`src/hdl/gaussian_5x5_smoothing_top_macros.svh`:
```
// assertion macros for the gaussian 5x5 smoothing block
`ifndef GAUSSIAN_5X5_SMOOTHING_TOP_MACROS_SVH
`define GAUSSIAN_5X5_SMOOTHING_TOP_MACROS_SVH

// same-cycle implication, checked at every rising clock edge out of reset
`define GS5_ASSERT_IMP(lbl, ante, cons, msg) \
	lbl: assert property (@(posedge clk) disable iff (!arst_n) (ante) |-> (cons)) \
		else $error(msg);

// next-cycle implication
`define GS5_ASSERT_NXT(lbl, ante, cons, msg) \
	lbl: assert property (@(posedge clk) disable iff (!arst_n) (ante) |=> (cons)) \
		else $error(msg);

`endif

```
`src/hdl/gs5_pkg.sv`:
```
// shared types and constants of the gaussian 5x5 smoothing block
`default_nettype none

package gs5_pkg;

	localparam int PORT_PIX_W     = 16;
	localparam int LEN_REG_W      = 12;
	localparam int CNT_REG_W      = 16;
	localparam int ROW_W          = CNT_REG_W + 1;
	localparam int CFG_IDX_W      = 2;
	localparam int CFG_DATA_W     = 16;

	localparam int DEF_MAX_LINE   = 2048;
	localparam int DEF_PIXEL_BITS = 16;
	localparam int LEN_RESET      = 640;
	localparam int CNT_RESET      = 480;

	localparam int LANES          = 4;
	localparam int LANE_W         = 2;
	localparam int WIN            = 5;

	localparam int KERNEL_SUM     = 273;
	localparam int ROUND_BIAS     = 136;
	localparam int KW_4           = 4;
	localparam int KW_7           = 7;
	localparam int KW_16          = 16;
	localparam int KW_26          = 26;
	localparam int KW_41          = 41;

	localparam int OUT_DEPTH      = 16;

	typedef enum logic [CFG_IDX_W-1:0] {
		REG_LINE_LENGTH = 2'd0,
		REG_LINE_COUNT  = 2'd1
	} gs5_reg_t;

	typedef struct packed {
		logic emit;
		logic inner;
		logic last;
	} gs5_tag_t;

endpackage

`default_nettype wire

```
`src/hdl/gs5_kernel.sv`:
```
// weighted kernel sum and rounded division by 273
`default_nettype none

module gs5_kernel import gs5_pkg::*; #(
	parameter int PIX_W  = DEF_PIXEL_BITS,
	localparam int G2    = PIX_W + 2,
	localparam int G3    = PIX_W + 3,
	localparam int OUT_W = PORT_PIX_W + 1
) (
	input  logic             clk,
	input  logic             arst_n,
	input  logic             valid_s3,
	input  gs5_tag_t         tag_s3,
	input  logic [G2-1:0]    g1_s3,
	input  logic [G3-1:0]    g4_s3,
	input  logic [G2-1:0]    g7_s3,
	input  logic [G2-1:0]    g16_s3,
	input  logic [G2-1:0]    g26_s3,
	input  logic [PIX_W-1:0] center_s3,
	output logic             push,
	output logic [OUT_W-1:0] push_data
);

	localparam int SUM_W  = PIX_W + 9;
	localparam int M_W    = PIX_W + 10;
	localparam int SHIFT  = PIX_W + 18;
	localparam int PROD_W = SUM_W + M_W;
	localparam longint unsigned RecipFull =
		((longint'(1) << SHIFT) + longint'(KERNEL_SUM - 1)) / longint'(KERNEL_SUM);
	localparam logic [M_W-1:0] RECIP = M_W'(RecipFull);

	logic              valid_s4;
	logic              valid_s5;
	logic              valid_s6;
	gs5_tag_t          tag_s4;
	gs5_tag_t          tag_s5;
	gs5_tag_t          tag_s6;
	logic [PIX_W-1:0]  center_s4;
	logic [PIX_W-1:0]  center_s5;
	logic [PIX_W-1:0]  center_s6;
	logic [SUM_W-1:0]  pa_s4;
	logic [SUM_W-1:0]  pb_s4;
	logic [SUM_W-1:0]  x_s5;
	logic [PROD_W-1:0] prod_s6;
	logic [PIX_W-1:0]  quot;
	logic [PIX_W-1:0]  val;

	always_ff @(posedge clk or negedge arst_n) begin
		if (!arst_n) begin
			valid_s4 <= 1'b0;
			valid_s5 <= 1'b0;
			valid_s6 <= 1'b0;
		end else begin
			valid_s4 <= valid_s3;
			valid_s5 <= valid_s4;
			valid_s6 <= valid_s5;
		end
	end

	always_ff @(posedge clk) begin
		tag_s4    <= tag_s3;
		tag_s5    <= tag_s4;
		tag_s6    <= tag_s5;
		center_s4 <= center_s3;
		center_s5 <= center_s4;
		center_s6 <= center_s5;
		pa_s4     <= SUM_W'(g1_s3) + SUM_W'(g4_s3) * SUM_W'(KW_4)
		           + SUM_W'(g16_s3) * SUM_W'(KW_16) + SUM_W'(ROUND_BIAS);
		pb_s4     <= SUM_W'(g7_s3) * SUM_W'(KW_7) + SUM_W'(g26_s3) * SUM_W'(KW_26)
		           + SUM_W'(center_s3) * SUM_W'(KW_41);
		x_s5      <= pa_s4 + pb_s4;
		prod_s6   <= PROD_W'(x_s5) * PROD_W'(RECIP);
	end

	assign quot      = prod_s6[SHIFT +: PIX_W];
	assign val       = tag_s6.inner ? quot : center_s6;
	assign push      = valid_s6;
	assign push_data = {tag_s6.last, PORT_PIX_W'(val)};

endmodule

`default_nettype wire

```
`config.mk`:
```
export PLATFORM = sky130hd
export DESIGN_NAME = gs5_kernel
export DESIGN_NICKNAME = d
export VERILOG_FILES = /design/src/hdl/gaussian_5x5_smoothing_top_macros.svh /design/src/hdl/gs5_pkg.sv /design/src/hdl/gs5_kernel.sv
export SDC_FILE = /design/constraint.sdc
export NUM_CORES = 1
export LEC_CHECK = 0
export BUFFER_PORTS_ARGS = -buffer_cell sky130_fd_sc_hd__buf_4
export CORE_AREA = 4 4 184 186
export CTS_CLUSTER_SIZE = 24
export DETAILED_ROUTE_END_ITERATION = 8
export DIE_AREA = 0 0 188 190
export PLACE_DENSITY = 0.78
export REMOVE_ABC_BUFFERS = 1
export SYNTH_ARGS = -nofsm -noshare
export SYNTH_HDL_FRONTEND = slang
export SYNTH_SLANG_ARGS = --single-unit
```
`constraint.sdc`:
```
create_clock -name clk -period 5.5 [get_ports clk]
set_input_delay 1.1 -clock clk [delete_from_list [all_inputs] [get_ports clk]]
set_output_delay 1.1 -clock clk [all_outputs]
set_load 0.02 [all_outputs]
```
Word level (Yosys, flattened, before mapping)
Index checks and enable logic that the tools add are counted.

Muxes and demuxes: 1. Multiply operators: 4. $add $sub $neg: 6.

Operators by type and width (number): $mul A25 B24 Y48 const B (1); $add A24 B22 Y25 (1); $add A24 B25 Y25 (1); $add A21 B23 Y24 (1); $add A23 B8 Y24 const B (1); $add A22 B22 Y23 (1); $add A18 B21 Y22 (1); $mul A16 B6 Y22 const B (1); $mul A18 B4 Y22 const B (1); $mul A18 B3 Y21 const B (1); $mux W16 (1).

Output and inout bits: 18. Bits in registers: 179. Bits of input ports: 113. Logic and storage cells: 27.

Longest topological paths before layout
Gate-level depths: netlist of run 1.

Depth in word-level cells: 3. Gate-level depth with buffers: 22.

Least setup slack after synthesis of run 1
Ideal clock, no wire load.

Path kind: register -> register. Start: register x_s5[1]. End: register prod_s6[48]. Data required time: 5.428 ns. Setup time: 0.072 ns. Stages on the path, launching flop included: 22. Setup slack: 0.021 ns. Arrival time: 5.406 ns. Cell sequence: dfxtp_1 inv_1 fa_1 inv_1 fa_1 ha_1 inv_1 fa_1 inv_1 fa_1 inv_1 fa_1 inv_1 ha_1 ha_1 and3_1 a221oi_1 o22ai_1 a211oi_2 o21ai_1 a221oi_2 xnor2_1.

Cells in the longest elaborated chain, start to end: 1.

Ends and longest elaborated chain: from (decl) (RTL line gs5_kernel.sv:43) `logic [SUM_W-1:0] x_s5;`; from (signal assigned) (RTL line gs5_kernel.sv:71) `x_s5 <= pa_s4 + pb_s4;`; $mul A25 B24 Y48 (RTL line gs5_kernel.sv:72) `prod_s6 <= PROD_W'(x_s5) * PROD_W'(RECIP);`; to (signal assigned) (RTL line gs5_kernel.sv:72); to (decl) (RTL line gs5_kernel.sv:44) `logic [PROD_W-1:0] prod_s6;`.

Every way passes these cells.

Worst setup path after layout of run 1
Start: register x_s5[9]. End: register prod_s6[48].

The elaborated chain is that of the path after synthesis.

==> out/qor.yml, run 1 <==
synth:
  synth-seq-area-share: 0.1626
  syn-instance-count: 1848
  yosys_warnings: 0
  synthArstFlopShare: 0.02055
  ys_ff_latch: 146
  synth_cell_type_count: 73
  synth_edf_count: 0
  mappedNetlistArea_um2: 18070
  ys.flop_type: "dfxtp_1"
  avgSynthCellArea_um2: 9.777
timing:
  setup_viol: 2
  hold_viol: 0
  maxSlewViolCount: 0
  clock.fmax_mhz: 179.7
  min_period_ns: 5.564
  relSlewSlack: 0.5168
  rsz0062_at_grt: "yes"
  postLayoutSetupSlackWorst_ns: -0.06433
  clock-skew-final_ns: 0.01034
  max_slew.worst_pin.slew_ns: 0.7172
  period_share: 1.012
final_layout:
  fin_cells: 2604
  nets: 2871
  n_antenna_cell: 0
  drive_gt1_frac: 0.2174
  area_growth_pct: 22.19
  stdcell_area_um2: 22080
worst_hold_path:
  hold_path_class: "reg -> reg"
grt:
  antenna_found_initial: 0
  track_usage: 0.2474
  grt_max_degree: 17
  grt_pass1_vias: 15430
  gr-total-overflow: 0
  grt_pass1_wl_um: 71950
clock_network:
  cts.sinks: 146
  clockBufferDepth: 2
  clock_latency_ns: 0.43
  cts.clk_slew.worst_paths_ns: 0.06
  cts_hold_buf: 0
  htreeDepth: 4
  cts_buffers: 17
  clockRootBuffer: "clkbuf_16"
  cts_tree: "built"
detailed_routing:
  routed_wl_um: 43960
  drcViolationCount: 0
  drtIter0Drc: 656
  post_drt_via_cell_ratio: 5.328
  num_vias: 13870
  wl_per_cell_um: 16.88
  first_pass_iters: 5
  ant_nets: 0
status:
  violations: "setup timing"
  status: "complete, but fails checks"
die:
  pin_count: 131
  start_util: 0.5596
  core_area_um2: 32290
  die_y_um: 190
  row_count: 66
  die-area_um2: 35720
  die_width_um: 188
setup_path:
  worstPathArrival_ns: 5.93
  worstSetupPathType: "reg -> reg"
  cp-end-kind: "flip-flop"
  required_ns: 5.86
  start_kind: "flip-flop"
  r2r_setup_slack_ns: -0.06
  crit_fanout: 5
placed_design:
  place_ws_ns: -0.3796
  dp_hpwl_um: 36090
  place_congestion: 0.9035
  placed_cell_area_um2: 20680
  portBuffers: 129
  dp.cells: 2559
flow_run:
  maxCapViolCount: 0
==> routing by layer <==
layer  wire, um  track usage  share of wire
met2      23560       0.4701           0.54
met1      17270       0.2842           0.39
met5          0            0              0
met3       1542      0.02936          0.035
met4       1595      0.09289          0.036
==> cell type report <==
class,count,area [um2]
multi-input combinational,1243,14030
fill,2316,10210
sequential,146,2963
timing repair buffer,297,2248
inverter,444,1667
tap,442,553.0
clock buffer,20,436.7
clock inverter,12,182.7
==> layout by cell type (no fill, tap or decap), types with 6 or more instances in the layout <==
cell type | Yosys | routed
inv_2 | 0 | 22
o21ai_0 | 42 | 39
a21o_1 | 43 | 43
nand2b_1 | 11 | 11
nand2_1 | 56 | 51
ha_1 | 384 | 356
and3_1 | 15 | 13
nor3_1 | 23 | 19
mux2_2 | 18 | 18
nand3_1 | 24 | 23
a21oi_1 | 91 | 78
dfxtp_2 | 0 | 8
clkbuf_16 | 0 | 17
a311oi_1 | 7 | 6
ha_4 | 0 | 28
xor2_1 | 33 | 32
and2_1 | 7 | 7
nor2_1 | 66 | 63
inv_1 | 444 | 422
xnor2_1 | 50 | 50
dfxtp_1 | 143 | 131
a21oi_2 | 2 | 12
fa_1 | 225 | 221
nor2b_1 | 6 | 6
a31oi_1 | 13 | 13
nand4_1 | 11 | 11
buf_4 | 1 | 292
o21a_1 | 9 | 9
o21bai_1 | 12 | 12
==> through the flow <==
stage	util	setup TNS (ns)	hold WS (ns)
floorplan	-	0	0.3096
global placement	0.6405	-3.303	0.3095
detailed placement	0.6405	-4.040	0.3121
CTS	0.6688	-0.01981	0.3201
global route	0.6838	-1.484	0.3288
finish	0.6838	-0.08422	0.3246
==> cells in the mapped netlist, types with 6 or more instances <==
cell type,instances,area [um2]
nand2_1,56,210.2
a21o_1,43,322.8
o21ai_0,42,210.2
nor3_1,23,115.1
nand3_1,24,120.1
o21a_1,9,67.56
and2_1,7,43.79
nand2b_1,11,68.82
and3_1,15,93.84
inv_1,444,1667
clkbuf_1,9,33.78
o21bai_1,12,90.09
a311oi_1,7,61.31
mux2_2,18,202.7
nand4_1,11,68.82
nor2b_1,6,37.54
xnor2_1,50,437.9
dfxtp_1,143,2863
xor2_1,33,289.0
a21oi_1,91,455.4
or3_1,6,37.54
fa_1,225,4504
ha_1,384,4805
a31oi_1,13,81.33
nor2_1,66,247.7
==> worst paths after layout <==
path,start,endpoint,depth (start not counted)
worst max-delay path,x_s5[9],prod_s6[48],19
min in group asynchronous,arst_n,valid_s5,1
worst min register to register,center_s5[4],center_s6[4],0
worst min-delay path,center_s5[4],center_s6[4],0
worst max register to register,x_s5[9],prod_s6[48],19
max in group asynchronous,arst_n,push,1
==> registers in the layout, summed over array words and instances (netlist names), 2 cells and up <==
| name | cells |
|---|---|
| x_s5 | 25 |
| center_s4 | 16 |
| tag_s4 | 2 |
| tag_s5 | 2 |
| center_s6 | 16 |
| pb_s4 | 24 |
| prod_s6 | 16 |
| pa_s4 | 24 |
| center_s5 | 16 |
==> repair_timing <==
item	4_1_cts	5_1_grt
hold endpoints to repair	0	0
endpoints found under the setup margin	14	21
buffers inserted	3	10
pin swaps	30	77
resized for setup	53	80
==> worst max-delay path, stage by stage (launching register included) <==
cell      delay, ns
dfxtp_4        0.37
fa_1           0.57
inv_1          0.07
fa_1           0.51
inv_2          0.05
ha_4           0.25
inv_2          0.04
fa_1           0.49
fa_1           0.53
inv_2          0.05
fa_2           0.58
ha_4           0.23
ha_4           0.22
a21o_1         0.22
a221oi_4       0.34
o22ai_2        0.15
a211oi_4       0.29
o21ai_2        0.12
a221oi_2       0.26
xnor2_1        0.15
==> cells by family (layout without fill, tap and decap cells) <==
group           count (synthesis)  in the layout  share of synthesized area
fa+ha+maj                     609            609                     0.5152
buf+inv                       459            773                    0.09625
compound gates                287            287                     0.1074
simple gates                  242            242                    0.06489
flops                         146            146                     0.1626
xor+xnor                       83             83                    0.04023
mux                            22             22                    0.01343
Power of run 1 is left out: the tool's default activity adds up to more than one toggle a clock period on the data nets, which glitch-free logic cannot reach.
==> inputs of run 2 (changes only) <==
SKIP_CTS_REPAIR_TIMING = 1   (was not set)
==> out/qor.yml, run 2 (same netlist as run 1, synthesis figures left out) <==
detailed_routing:
  drcViolationCount: 0  # unchanged
  routed_wl_um: 43860  # was 43960 um
  wl_per_cell_um: 16.87  # was 16.88 um
  num_vias: 13820  # was 13870
  ant_nets: 0  # unchanged
  drtIter0Drc: 668  # was 656
  first_pass_iters: 5  # unchanged
  post_drt_via_cell_ratio: 5.315  # was 5.328
die:
  die_y_um: 190  # unchanged
  die_width_um: 188  # unchanged
  die-area_um2: 35720  # unchanged
  row_count: 66  # unchanged
  pin_count: 131  # unchanged
  core_area_um2: 32290  # unchanged
  start_util: 0.5596  # unchanged
placed_design:
  portBuffers: 129  # unchanged
  place_ws_ns: -0.3796  # unchanged
  place_congestion: 0.9035  # unchanged
  dp_hpwl_um: 36090  # unchanged
setup_path:
  required_ns: 5.86  # about the same
  crit_fanout: 5  # unchanged
  cpMostUsedCell: "fa_1"  # unchanged
  crit_chain: "fa_1, inv_2, fa_1, inv_2, ha_4, inv_2, fa_1, fa_1, inv_1, fa_1, ha_4, ha_4, buf_6, nand3_4, or3_4, nor3_4, a211oi_4, o21ai_2, buf_4, xor2_2"  # was fa_1, inv_1, fa_1, inv_2, ha_4, inv_2, fa_1, fa_1, inv_2, fa_2, ha_4, ha_4, a21o_1, a221oi_4, o22ai_2, a211oi_4, o21ai_2, a221oi_2, xnor2_1
  timing.rr.start: "x_s5[9]"  # unchanged
  r2r_setup_slack_ns: 0.07  # was -0.06 ns
  worstSetupPathType: "reg -> reg"  # unchanged
  rr_worst_depth: 20  # was 19
  critical-path-top-delay-family: "adder cells"  # unchanged
  slowest_stage: "fa_1"  # was fa_2
  cp-end-kind: "flip-flop"  # unchanged
  crit_buf_inv: 6  # was 4
  regToRegEndpoint: "prod_s6[40]"  # was prod_s6[48]
  worstPathArrival_ns: 5.79  # was 5.93 ns
  cp_slowest_stage_delay_ns: 0.59  # was 0.58 ns
  start_kind: "flip-flop"  # unchanged
timing:
  relSlewSlack: 0.5491  # was 0.5168
  fin_tns_setup_ns: 0  # was -0.08422 ns
  clock.fmax_mhz: 184.2  # was 179.7 MHz
  hold_viol: 0  # unchanged
  max_slew.worst_pin.slew_ns: 0.6754  # was 0.7172 ns
  rsz0062_at_grt: "yes"  # unchanged
  clock-skew-final_ns: 0.01119  # was 0.01034 ns
  postLayoutSetupSlackWorst_ns: 0.07091  # was -0.06433 ns
  period_share: 0.9871  # was 1.012
  maxSlewViolCount: 0  # unchanged
  setup_viol: 0  # was 2
  whs_ns: 0.3242  # was 0.3246 ns
  min_period_ns: 5.429  # was 5.564 ns
final_layout:
  n_antenna_cell: 0  # unchanged
  nets: 2867  # was 2871
  regMostFlops: "x_s5"  # unchanged
  area_growth_pct: 22.28  # was 22.19%
  drive_gt1_frac: 0.2215  # was 0.2174
  final_cell_mix: "420 x inv_1, 356 x ha_1, 290 x buf_4"  # was 422 x inv_1, 356 x ha_1, 292 x buf_4
  top_regs: "x_s5 x25, pa_s4 x24, pb_s4 x24"  # unchanged
  largest_reg_flops: 25  # unchanged
  final_common_cell: "inv_1"  # unchanged
grt:
  antenna_found_initial: 0  # unchanged
  grt_max_degree: 17  # unchanged
  gr-total-overflow: 0  # unchanged
  track_usage: 0.2447  # was 0.2474
  grt_pass1_vias: 15320  # was 15430
  grt_pass1_wl_um: 71210  # was 71950 um
worst_hold_path:
  hold_depth: 0  # unchanged
  worstHoldStart: "center_s5[4]"  # unchanged
  hold_path_class: "reg -> reg"  # unchanged
  whs_endpoint: "center_s6[4]"  # unchanged
status:
  status: "complete, no violations"  # was complete, but fails checks
clock_network:
  clock_latency_ns: 0.43  # about the same
  cts.clk_slew.worst_paths_ns: 0.07  # was 0.06 ns
  cts_tree: "built"  # unchanged
  cts_buffers: 17  # unchanged
  clockRootBuffer: "clkbuf_16"  # unchanged
  cts.sinks: 146  # unchanged
  clockBufferDepth: 2  # unchanged
  htreeDepth: 4  # unchanged
flow_run:
  maxCapViolCount: 0  # unchanged
==> run 2: cell count changes in the layout (fill, tap and decap cells not counted), moves of 3 or more <==
cell,change
nor2_2,+3
o21ai_1,+5
fa_1,-3
nor2_1,-3
o21ai_0,-4
a21oi_1,-3
fa_2,+3
==> run 2: layout make-up <==
cell class	instances	area, um2
Clock buffer	20	436.7
Clock inverter	12	182.7
Fill cell	2308	10190
Inverter	444	1669
Multi-Input combinational cell	1243	14080
Sequential cell	146	2963
Tap cell	442	553.0
Timing Repair Buffer	293	2211
==> run 2: worst max-delay path by stage <==
stage | from | endpoint | cells past startpoint | slack, ns
2_1_floorplan | x_s5[1] | prod_s6[48] | 21 | 0.02
5_1_grt | x_s5[9] | prod_s6[40] | 20 | -0.09
3_5_place_dp | x_s5[2] | prod_s6[48] | 21 | -0.38
4_1_cts | x_s5[2] | prod_s6[48] | 21 | -0.39
6_report | x_s5[9] | prod_s6[40] | 20 | 0.07
3_3_place_gp | x_s5[3] | prod_s6[48] | 21 | -0.30
==> run 2: routing by layer <==
layer / wire (um) / GRT usage
met5: 0 / 0
met4: 1550 / 0.09176
met3: 1254 / 0.02752
met2: 23510 / 0.4632
met1: 17550 / 0.2838
==> run 2: per-stage QoR <==
stage,util,cell area [um2],std cells
global route,0.6843,22090,2600
global placement,0.6405,20680,2559
floorplan,-,18000,1833
finish,0.6843,22090,2600
CTS,0.6597,21300,2591
detailed placement,0.6405,20680,2559
==> run 2: worst reg2reg max path, cell delays in order (launching register included) <==
cell      delay (ns)
dfxtp_4         0.37
fa_1            0.59
inv_2           0.05
fa_1            0.55
inv_2           0.05
ha_4            0.26
inv_2           0.04
fa_1            0.45
fa_1            0.50
inv_1           0.05
fa_1            0.55
ha_4            0.22
ha_4            0.29
buf_6           0.12
nand3_4         0.06
or3_4           0.41
nor3_4          0.20
a211oi_4        0.10
o21ai_2         0.23
buf_4           0.15
xor2_2          0.14
Power of run 2 is left out for the same reason.
