===== src/hdl/gaussian_5x5_smoothing_top_macros.svh =====
// assertion macros for the gaussian 5x5 smoothing block
`ifndef GAUSSIAN_5X5_SMOOTHING_TOP_MACROS_SVH
`define GAUSSIAN_5X5_SMOOTHING_TOP_MACROS_SVH

// same-cycle implication, checked at every rising clock edge out of reset
`define GS5_ASSERT_IMP(lbl, ante, cons, msg) \
	lbl: assert property (@(posedge clk) disable iff (!arst_n) (ante) |-> (cons)) \
		else $error(msg);

// next-cycle implication
`define GS5_ASSERT_NXT(lbl, ante, cons, msg) \
	lbl: assert property (@(posedge clk) disable iff (!arst_n) (ante) |=> (cons)) \
		else $error(msg);

`endif


===== src/hdl/gs5_pkg.sv =====
// shared types and constants of the gaussian 5x5 smoothing block
`default_nettype none

package gs5_pkg;

	localparam int PORT_PIX_W     = 16;
	localparam int LEN_REG_W      = 12;
	localparam int CNT_REG_W      = 16;
	localparam int ROW_W          = CNT_REG_W + 1;
	localparam int CFG_IDX_W      = 2;
	localparam int CFG_DATA_W     = 16;

	localparam int DEF_MAX_LINE   = 2048;
	localparam int DEF_PIXEL_BITS = 16;
	localparam int LEN_RESET      = 640;
	localparam int CNT_RESET      = 480;

	localparam int LANES          = 4;
	localparam int LANE_W         = 2;
	localparam int WIN            = 5;

	localparam int KERNEL_SUM     = 273;
	localparam int ROUND_BIAS     = 136;
	localparam int KW_4           = 4;
	localparam int KW_7           = 7;
	localparam int KW_16          = 16;
	localparam int KW_26          = 26;
	localparam int KW_41          = 41;

	localparam int OUT_DEPTH      = 16;

	typedef enum logic [CFG_IDX_W-1:0] {
		REG_LINE_LENGTH = 2'd0,
		REG_LINE_COUNT  = 2'd1
	} gs5_reg_t;

	typedef struct packed {
		logic emit;
		logic inner;
		logic last;
	} gs5_tag_t;

endpackage

`default_nettype wire


===== src/hdl/gs5_out_fifo.sv =====
// result queue between the pipeline and the result channel
`default_nettype none

module gs5_out_fifo import gs5_pkg::*; #(
	parameter int DEPTH = OUT_DEPTH,
	parameter int W     = PORT_PIX_W + 1
) (
	input  logic         clk,
	input  logic         arst_n,
	input  logic         push,
	input  logic [W-1:0] din,
	output logic         pop_valid,
	input  logic         pop_ready,
	output logic [W-1:0] dout
);

	localparam int PTR_W = $clog2(DEPTH);
	localparam int CNT_W = $clog2(DEPTH + 1);

	logic [W-1:0]     mem_q [DEPTH];
	logic [PTR_W-1:0] wr_ptr_q;
	logic [PTR_W-1:0] rd_ptr_q;
	logic [CNT_W-1:0] count_q;
	logic             pop;

	assign pop       = pop_valid & pop_ready;
	assign pop_valid = count_q != '0;
	assign dout      = mem_q[rd_ptr_q];

	always_ff @(posedge clk) begin
		if (push) begin
			mem_q[wr_ptr_q] <= din;
		end
	end

	always_ff @(posedge clk or negedge arst_n) begin
		if (!arst_n) begin
			wr_ptr_q <= '0;
			rd_ptr_q <= '0;
			count_q  <= '0;
		end else begin
			if (push) begin
				wr_ptr_q <= (wr_ptr_q == PTR_W'(DEPTH - 1)) ? '0 : wr_ptr_q + PTR_W'(1);
			end
			if (pop) begin
				rd_ptr_q <= (rd_ptr_q == PTR_W'(DEPTH - 1)) ? '0 : rd_ptr_q + PTR_W'(1);
			end
			count_q <= count_q + CNT_W'(push) - CNT_W'(pop);
		end
	end

endmodule

`default_nettype wire


===== config.mk =====
export PLATFORM = sky130hd
export DESIGN_NAME = gs5_out_fifo
export DESIGN_NICKNAME = d
export VERILOG_FILES = /design/src/hdl/gaussian_5x5_smoothing_top_macros.svh /design/src/hdl/gs5_pkg.sv /design/src/hdl/gs5_out_fifo.sv
export SDC_FILE = /design/constraint.sdc
export NUM_CORES = 1
export LEC_CHECK = 0
export ABC_AREA = 1
export ABC_CLOCK_PERIOD_IN_PS = 2700
export BUFFER_PORTS_ARGS = -buffer_cell sky130_fd_sc_hd__buf_4
export CAP_MARGIN = 5
export CELL_PAD_IN_SITES_DETAIL_PLACEMENT = 1
export CELL_PAD_IN_SITES_GLOBAL_PLACEMENT = 1
export CORE_MARGIN = 2
export CORE_UTILIZATION = 49
export CTS_CLUSTER_DIAMETER = 120
export CTS_CLUSTER_SIZE = 10
export DETAILED_ROUTE_END_ITERATION = 16
export PLACE_DENSITY_LB_ADDON = 0.05
export SYNTH_ARGS = -nofsm -noshare
export SYNTH_HDL_FRONTEND = slang
export SYNTH_SLANG_ARGS = --single-unit

===== constraint.sdc =====
create_clock -name clk -period 2.7 [get_ports clk]
set_input_delay 0.135 -clock clk [delete_from_list [all_inputs] [get_ports clk]]
set_output_delay 0.135 -clock clk [all_outputs]
set_load 0.05 [all_outputs]

After elaboration in Yosys (flattened, before gate mapping)
Memory sizes are Yosys's and may differ from the RTL's.
Index checks and enable logic that the tools add are counted.
{"block": "word_totals", "register_bits": 13, "latch_bits": 0, "ramBits": 272, "mem_bits_ro": 0, "elab_cells": 16, "memories": 1}
{"block": "classes", "addsub": 4, "n_mul": 0, "div": 0, "order_cmp": 0, "eq_ne": 2, "n_shift": 0, "n_mux": 4, "bitwise": 1, "n_reduce_logical": 1}
{"memory": "mem_q", "depth": 16, "word_bits": 17, "read_ports": 1, "rd_ports_with_merged_regs": 0, "wr": 1, "line_no": "gs5_out_fifo.sv:20", "source": "logic [W-1:0] mem_q [DEPTH];"}
{"cell": "adder 4 x 1 -> 4 bit, second input constant", "n": 2}
{"cell": "== test 4 bit, second input constant", "n": 2}
{"cell": "two-way mux 4 bit", "n": 2}
{"cell": "adder 5 x 1 -> 5 bit", "n": 1}
{"cell": "nonzero test 5 bit", "n": 1}
{"cell": "subtractor 5 x 1 -> 5 bit", "n": 1}
{"cell": "two-way mux 1 bit", "n": 2}
{"cell": "AND 1 bit", "n": 1}

Depth between registers and ports, before layout
Gate-level depths: netlist of the first run.
{"block": "logic_depth", "word_depth": 3, "depth_mapped": 13, "mapped_depth_nobuf": 13}

Worst setup path before layout of the first run
No wires, ideal clock.
{"block": "synth_path", "path_type": "register -> register", "from": "reg count_q[3]", "to": "reg count_q[4]", "setup_time_ns": 0.128, "arrival_time_ns": 2.672, "t_required_ns": 2.572, "setup_slack_ns": -0.100, "path_stages_with_launch": 14, "n_path_buf": 0, "period_less_slack_ns": 2.800, "cell_sequence": "dfrtp_1 > inv_1 > ha_1 > nand3_1 > nand2_1 > clkinv_1 > ha_1 > inv_1 > ha_1 > inv_1 > fa_1 > o21ai_0 > a21oi_1 > xor2_1"}
{"block": "synth_between", "elab_chain_cells": 3, "word_cells_on_any_way": 4, "cone_classes": "2 x add/sub; 1 x bitwise; 1 x reduce/logical"}
{"item": "start: declaration", "line_no": "gs5_out_fifo.sv:23", "source": "logic [CNT_W-1:0] count_q;"}
{"item": "start signal: assignment", "line_no": "gs5_out_fifo.sv:48", "source": "count_q <= count_q + CNT_W'(push) - CNT_W'(pop);"}
{"item": "nonzero test 5 bit", "line_no": "gs5_out_fifo.sv:27", "source": "assign pop_valid = count_q != '0;"}
{"item": "named net pop_valid", "line_no": "gs5_out_fifo.sv:12", "source": "output logic pop_valid,"}
{"item": "AND 1 bit", "line_no": "gs5_out_fifo.sv:26", "source": "assign pop = pop_valid & pop_ready;"}
{"item": "named net pop", "line_no": "gs5_out_fifo.sv:24", "source": "logic pop;"}
{"item": "subtractor 5 x 1 -> 5 bit", "line_no": "gs5_out_fifo.sv:48"}
The timed path passes the listed nets, and every way through them passes these cells.
A chain may end at the register's enable or synchronous reset.

Worst setup path after layout of the first run
{"block": "layout_path", "from": "reg rd_ptr_q[1]", "to": "out dout[14]"}
{"block": "layout_between", "elab_chain_cells": 1}
{"item": "start: declaration", "line_no": "gs5_out_fifo.sv:22", "source": "logic [PTR_W-1:0] rd_ptr_q;"}
{"item": "start signal: assignment", "line_no": "gs5_out_fifo.sv:46", "source": "rd_ptr_q <= (rd_ptr_q == PTR_W'(DEPTH - 1)) ? '0 : rd_ptr_q + PTR_W'(1);"}
{"item": "memory (16 x 17 bit)"}
{"item": "end: declaration", "line_no": "gs5_out_fifo.sv:14", "source": "output logic [W-1:0] dout"}
No other way between the ends.

==> impl_metrics.env, run 1 <==
export IMPL_port_buffers=38
export IMPL_final_antenna_violating_net_count=0
export IMPL_final_hold_violation_count=0
export IMPL_r2r_slack_ns=0.24
export IMPL_cts_setup_buffers=0
export IMPL_io_pins=39
export IMPL_worst_path_max_fanout=20
export IMPL_average_size_of_a_mapped_cell_um2=10.02
export IMPL_finalMaxSlewViolations=0
export IMPL_route_detailed_wl_per_inst_um=20.65
export IMPL_mostFrequentLayoutCell="sky130_fd_sc_hd__nand2_1"
export IMPL_htreeDepth=2
export IMPL_post_route_cells_drive_above_1_share=0.09823
export IMPL_drc=0
export IMPL_pwr_density_nw_per_um2=1092
export IMPL_worst_hold_path_type="primary input to register"
export IMPL_critical_path_most_common_cell="sky130_fd_sc_hd__nand2_1"
export IMPL_ys_warnings_count=0
export IMPL_grtUsageTotal=0.2706
export IMPL_floorplan_die_height_um=164.7
export IMPL_critical_path_n_buffers_inverters=4
export IMPL_timing_critical_path_from_type="register"
export IMPL_via_count_of_the_routed_design=8860
export IMPL_total_standard_cell_area_after_synthesis_um2=12660
export IMPL_relSlewSlack=0.6268
export IMPL_floorplan_initialDensity=0.5013
export IMPL_final_setup_skew_ns=0.01298
export IMPL_hold_ws_ns=0.08281
export IMPL_critical_path_slowest_cell="sky130_fd_sc_hd__dfrtp_2"
export IMPL_pin_count_of_the_biggest_net_entering_global_routing=111
export IMPL_design_core_area_um2=25250
export IMPL_fp_row_count=58
export IMPL_crit_reg2reg_capture="count_q[4]$_DFF_PN0_"
export IMPL_finalNetCount=1374
export IMPL_clock_fmax_mhz=402.4
export IMPL_ir_drop_worst_vdd_mv=0.8828
export IMPL_synth_seq_area_share=0.6709
export IMPL_drv_max_cap_violation_count=0
export IMPL_rsz0062_at_grt="no"
export IMPL_finalCoreUtilization=0.5813
export IMPL_finalWirelength_um=34800
export IMPL_worstSkewPairLatency_ns=0.51
export IMPL_critical_path_depth=9
export IMPL_ff2ff_path_depth=13
export IMPL_finalWorstPathRequiredPeriod_ns=2.485
export IMPL_critical_path_startpoint="rd_ptr_q[1]$_DFFE_PN0P_"
export IMPL_synth_cells=1264
export IMPL_cts_path_max_buffers=3
export IMPL_vias_per_cell=5.258
export IMPL_routabilityCongestion=0.7726
export IMPL_ctsRootBufferMaster="sky130_fd_sc_hd__clkbuf_16"
export IMPL_design_die_area_um2=27140
export IMPL_critical_path_top_delay_family="buffers and inverters"
export IMPL_mostFrequentLayoutCells="sky130_fd_sc_hd__nand2_1 (424), sky130_fd_sc_hd__inv_1 (272), sky130_fd_sc_hd__edfxtp_1 (272)"
export IMPL_ys_seq_elements=285
export IMPL_wire_length_of_the_first_global_routing_pass_um=54000
export IMPL_leakage_uw=0.006565
export IMPL_setup_crit_path_kind="register to output pin"
export IMPL_grt_antenna_before_repair=3
export IMPL_fp_dieW_um=164.7
export IMPL_required_time_of_the_critical_path_ns=2.57
export IMPL_crit_path_end_kind="output pin"
export IMPL_dpl_hpwl_um=20430
export IMPL_area_delta_synth_final_pct=15.96
export IMPL_critical_path_cell_chain="inv_2 > buf_4 > nand3_1 > nand2_1 > nand2_1 > nand2_1 > inv_1 > nand2_1 > buf_4"
export IMPL_overflow=0
export IMPL_run_status="finished, final reports clean"
export IMPL_cts_tree="yes"
export IMPL_dr_pass1_iters=5
export IMPL_cts_clk_slew_worst_paths_ns=0.06
export IMPL_timing_final_setup_violations=0
export IMPL_critPathArrivalTime_ns=2.35
export IMPL_via_count_of_the_first_global_routing_pass=9438
export IMPL_actual_transition_at_the_worst_max_transition_pin_ns=0.5598
export IMPL_post_synth_num_cell_types=20
export IMPL_syn_num_nets=1297
export IMPL_drtIter0Drc=616
export IMPL_worstSetupEndpoint="dout[14]"
export IMPL_post_cts_resize_count=0
export IMPL_timing_setup_tns_ns=0
export IMPL_r2r_start="count_q[3]$_DFF_PN0_"
export IMPL_timing_final_crit_share=0.9204
export IMPL_cpPeakStageDelay_ns=0.43
export IMPL_cts_buffers_inserted=34
export IMPL_numClockSinks=285
-- layer usage --
layer,part of all wire,global-route usage,vias up
met2,0.50,0.4583,221
met1,0.43,0.3607,4451
li1,-,-,4119
met4,0.024,0.08300,4
met5,0.00083,0,-
met3,0.050,0.04345,65
-- tightest hold or removal path, cell delays in order --
cell and delay, ns:
sky130_fd_sc_hd__buf_4 0.08, sky130_fd_sc_hd__nand2_1 0.05, sky130_fd_sc_hd__clkinv_1 0.06, sky130_fd_sc_hd__buf_4 0.15
sky130_fd_sc_hd__o21ai_0 0.08
-- sequential cells by signal (all words and copies together) (netlist names) --
register	flops
wr_ptr_q	4
count_q	5
mem_q	272
rd_ptr_q	4
-- timing repair --
action / in CTS / in global routing
endpoints found under the setup margin: 0 / 0
hold buffers: 21 / 0
endpoints found under the hold margin: 288 / 0
-- worst min-delay path by stage --
stage                         start                      end  slack, ns  cells past startpoint
after global placement       arst_n     count_q[0]$_DFF_PN0_      -0.01                      1
after floorplan              arst_n     count_q[0]$_DFF_PN0_      -0.16                      0
after CTS                 pop_ready  rd_ptr_q[0]$_DFFE_PN0P_       0.06                      5
final                     pop_ready  rd_ptr_q[1]$_DFFE_PN0P_       0.08                      5
after global routing      pop_ready  rd_ptr_q[0]$_DFFE_PN0P_       0.10                      5
after detailed placement     arst_n     count_q[0]$_DFF_PN0_     -0.009                      1
-- logic make-up after synthesis --
| group | count (synthesis) | synth area share |
|---|---|---|
| AND/OR/NAND/NOR | 620 | 0.2012 |
| flip-flops | 285 | 0.6709 |
| AO/OA/AOI/OAI | 10 | 0.004151 |
| XOR/XNOR | 7 | 0.004843 |
| adder cells (fa/ha/maj) | 12 | 0.01245 |
| buffers and inverters | 330 | 0.1064 |
-- report_power, final --
group / internal [µW] / total, µW / switching (µW)
registers: 5370 / 5550 / 187
logic: 1810 / 6330 / 4520
clock network: 2460 / 4150 / 1690
-- cells in the mapped netlist --
library cell | number | share of area
sky130_fd_sc_hd__o21bai_1 | 1 | 0.00059
sky130_fd_sc_hd__clkbuf_1 | 5 | 0.0015
sky130_fd_sc_hd__buf_1 | 2 | 0.00059
sky130_fd_sc_hd__buf_6 | 3 | 0.0027
sky130_fd_sc_hd__fa_1 | 1 | 0.0016
sky130_fd_sc_hd__edfxtp_1 | 272 | 0.65
sky130_fd_sc_hd__a21oi_1 | 3 | 0.0012
sky130_fd_sc_hd__inv_1 | 272 | 0.081
sky130_fd_sc_hd__inv_2 | 2 | 0.00059
sky130_fd_sc_hd__clkinv_1 | 3 | 0.00089
sky130_fd_sc_hd__dfrtp_1 | 13 | 0.026
sky130_fd_sc_hd__nand2_1 | 424 | 0.13
sky130_fd_sc_hd__xor2_1 | 5 | 0.0035
sky130_fd_sc_hd__xnor2_1 | 2 | 0.0014
sky130_fd_sc_hd__buf_4 | 13 | 0.0077
sky130_fd_sc_hd__buf_2 | 30 | 0.012
sky130_fd_sc_hd__o21ai_0 | 6 | 0.0024
sky130_fd_sc_hd__nor2_1 | 20 | 0.0059
sky130_fd_sc_hd__ha_1 | 11 | 0.011
sky130_fd_sc_hd__nand3_1 | 176 | 0.070
-- area by class of cell --
class	count	area, µm²
inverter	277	1042
fill	2780	10570
sequential	285	8498
clock buffer	48	967.2
timing repair buffer	94	883.3
clock inverter	1	7.507
multi-input combinational	649	2867
tap	330	412.9
antenna	1	2.502
-- stage by stage --
stage | cells | power, µW | setup WS [ns] | instance area (µm²)
after floorplan | 1264 | 9794 | 0.08215 | 12660
after global placement | 1614 | 11820 | 0.3652 | 13490
after detailed placement | 1614 | 11980 | 0.2596 | 13490
after CTS | 1684 | 16180 | 0.1592 | 14680
after global routing | 1685 | 16910 | 0.08446 | 14680
final | 1685 | 16030 | 0.2148 | 14680
(Power assumes the default switching activity.)
==> inputs of run 2 (changes only) <==
--- a/config.mk
+++ b/config.mk
@@ -9,3 +9,3 @@
 export ABC_CLOCK_PERIOD_IN_PS = 2700
-export BUFFER_PORTS_ARGS = -buffer_cell sky130_fd_sc_hd__buf_4
+export BUFFER_PORTS_ARGS = -buffer_cell sky130_fd_sc_hd__buf_2
 export CAP_MARGIN = 5
--- a/constraint.sdc
+++ b/constraint.sdc
@@ -3,2 +3,2 @@
 set_output_delay 0.135 -clock clk [all_outputs]
-set_load 0.05 [all_outputs]
+set_load 0.02 [all_outputs]
==> impl_metrics.env, run 2 (synthesized netlist as in run 1, its figures left out) <==
export IMPL_run_status="finished, final reports clean"
export IMPL_overflow=0
export IMPL_post_route_cells_drive_above_1_share=0.09752
export IMPL_critical_path_slowest_cell="sky130_fd_sc_hd__dfrtp_4"
export IMPL_timing_setup_tns_ns=0
export IMPL_floorplan_initialDensity=0.5013
export IMPL_clock_fmax_mhz=397.8
export IMPL_cts_tree="yes"
export IMPL_ctsRootBufferMaster="sky130_fd_sc_hd__clkbuf_16"
export IMPL_worstSkewPairLatency_ns=0.51
export IMPL_worst_hold_path_type="primary input to register"
export IMPL_critical_path_cell_chain="inv_4 > buf_12 > nand2_1 > nand3_1 > nand2_1 > nand2_1 > nand2_1 > inv_1 > nand2_1 > buf_2"
export IMPL_io_pins=39
export IMPL_fin_total_pwr_uw=15030
export IMPL_met2WireLength_um=16650
export IMPL_grtUsageTotal=0.2630
export IMPL_dpl_cell_count=1611
export IMPL_critical_path_most_common_cell="sky130_fd_sc_hd__nand2_1"
export IMPL_timing_final_crit_share=0.9310
export IMPL_setup_crit_path_kind="register to output pin"
export IMPL_finalWorstPathRequiredPeriod_ns=2.514
export IMPL_finalWirelength_um=33740
export IMPL_filler_cell_count=2795
export IMPL_largest_register_ffs=272
export IMPL_port_buffers=38
export IMPL_cts_buffers_inserted=34
export IMPL_largest_registers="mem_q x272, count_q x5"
export IMPL_floorplan_die_height_um=164.7
export IMPL_vias_per_cell=5.194
export IMPL_area_delta_synth_final_pct=13.32
export IMPL_timing_final_setup_violations=0
export IMPL_cts_path_max_buffers=3
export IMPL_required_time_of_the_critical_path_ns=2.57
export IMPL_stdcell_area_um2=14350
export IMPL_pin_count_of_the_biggest_net_entering_global_routing=139
export IMPL_drv_max_cap_violation_count=0
export IMPL_mostFrequentLayoutCells="sky130_fd_sc_hd__nand2_1 (424), sky130_fd_sc_hd__inv_1 (272), sky130_fd_sc_hd__edfxtp_1 (272)"
export IMPL_finalMaxSlewViolations=0
export IMPL_final_setup_skew_ns=0.006157
export IMPL_actual_transition_at_the_worst_max_transition_pin_ns=0.6712
export IMPL_dpl_hpwl_um=19980
export IMPL_timing_critical_path_from_type="register"
export IMPL_leakage_uw=0.006435
export IMPL_via_count_of_the_routed_design=8653
export IMPL_final_hold_violation_count=0
export IMPL_top_layer_used="met5"
export IMPL_dr_pass1_iters=5
export IMPL_routabilityCongestion=0.7731
export IMPL_finalNetCount=1353
export IMPL_final_cell_count_no_fill=1666
export IMPL_worst_path_max_fanout=61
export IMPL_detail_route_wirelength_met1_um=14730
export IMPL_wire_length_of_the_first_global_routing_pass_um=52450
export IMPL_route_met3_wl_um=1575
export IMPL_fp_row_count=58
export IMPL_detailed_place_area_um2=13330
export IMPL_final_antenna_violating_net_count=0
export IMPL_critPathArrivalTime_ns=2.38
export IMPL_drc=0
export IMPL_drtIter0Drc=636
export IMPL_rsz0062_at_grt="no"
export IMPL_design_die_area_um2=27140
export IMPL_cts_setup_buffers=0
export IMPL_crit_path_end_kind="output pin"
export IMPL_top_register="mem_q"
export IMPL_htreeDepth=2
export IMPL_relSlewSlack=0.5525
export IMPL_design_core_area_um2=25250
export IMPL_ir_drop_worst_vdd_mv=0.5582
export IMPL_mostFrequentLayoutCell="sky130_fd_sc_hd__nand2_1"
export IMPL_pwr_density_nw_per_um2=1048
export IMPL_route_detailed_wl_per_inst_um=20.25
export IMPL_grt_antenna_before_repair=3
export IMPL_cts_clk_slew_worst_paths_ns=0.06
export IMPL_via_count_of_the_first_global_routing_pass=9270
export IMPL_fp_dieW_um=164.7
export IMPL_numClockSinks=285
export IMPL_cpPeakStageDelay_ns=0.50
## run 2: area by class of cell
type / count / area [µm²] / area share
antenna: 3 / 7.507 / 0.0005233
clock buffer: 48 / 967.2 / 0.06742
clock inverter: 1 / 7.507 / 0.0005233
inverter: 277 / 1044 / 0.07274
multi-input combinational: 649 / 2861 / 0.1995
sequential: 285 / 8498 / 0.5924
tap: 330 / 412.9 / 0.02878
timing repair buffer: 73 / 548.0 / 0.03820
## run 2: metrics by stage
stage / hold slack (ns) / setup WS, ns / utilization
after global placement: 0.05294 / 0.3723 / 0.5279
after floorplan: -0.1606 / 0.1883 / -
after global routing: 0.02453 / 0.05075 / 0.5680
after detailed placement: 0.05880 / 0.2953 / 0.5279
final: 0.02819 / 0.1863 / 0.5681
after CTS: 0.002421 / 0.1386 / 0.5678
## run 2: final timing paths
check / start / endpoint / slack [ns] / depth (start not counted)
min: din[16] / mem_q[14][16]$_DFFE_PP_ / 0.03 / 1
max: rd_ptr_q[0]$_DFFE_PN0P_ / dout[8] / 0.19 / 10
min reg2reg: wr_ptr_q[3]$_DFFE_PN0P_ / wr_ptr_q[3]$_DFFE_PN0P_ / 0.59 / 2
max reg2reg: count_q[2]$_DFF_PN0_ / count_q[4]$_DFF_PN0_ / 0.31 / 13
min in group asynchronous: arst_n / count_q[2]$_DFF_PN0_ / 0.06 / 2
max in group asynchronous: arst_n / rd_ptr_q[0]$_DFFE_PN0P_ / 2.36 / 2
## run 2: metal layers
| metal | global-route usage | up-vias |
|---|---|---|
| met5 | 0 | - |
| met4 | 0.08498 | 2 |
| met3 | 0.04395 | 59 |
| met2 | 0.4397 | 181 |
| met1 | 0.3530 | 4329 |
| li1 | - | 4082 |
## run 2: power breakdown
| group | internal, µW | total (µW) | switching, µW |
|---|---|---|---|
| clock | 2460 | 4130 | 1670 |
| sequential | 5370 | 5540 | 175 |
| combinational | 1550 | 5350 | 3800 |
## run 2: repair_timing
action | CTS | global route
hold endpoints to repair | 26 | 0
setup endpoints to repair | 1 | 0
resized for setup | 1 | 0
hold buffers | 3 | 0
## run 2: critical path, delay by kind of cell (launching register included)
kind          cells  cell delay, ns
buf+inv           4            0.83
flops             1            0.50
simple gates      6            0.51
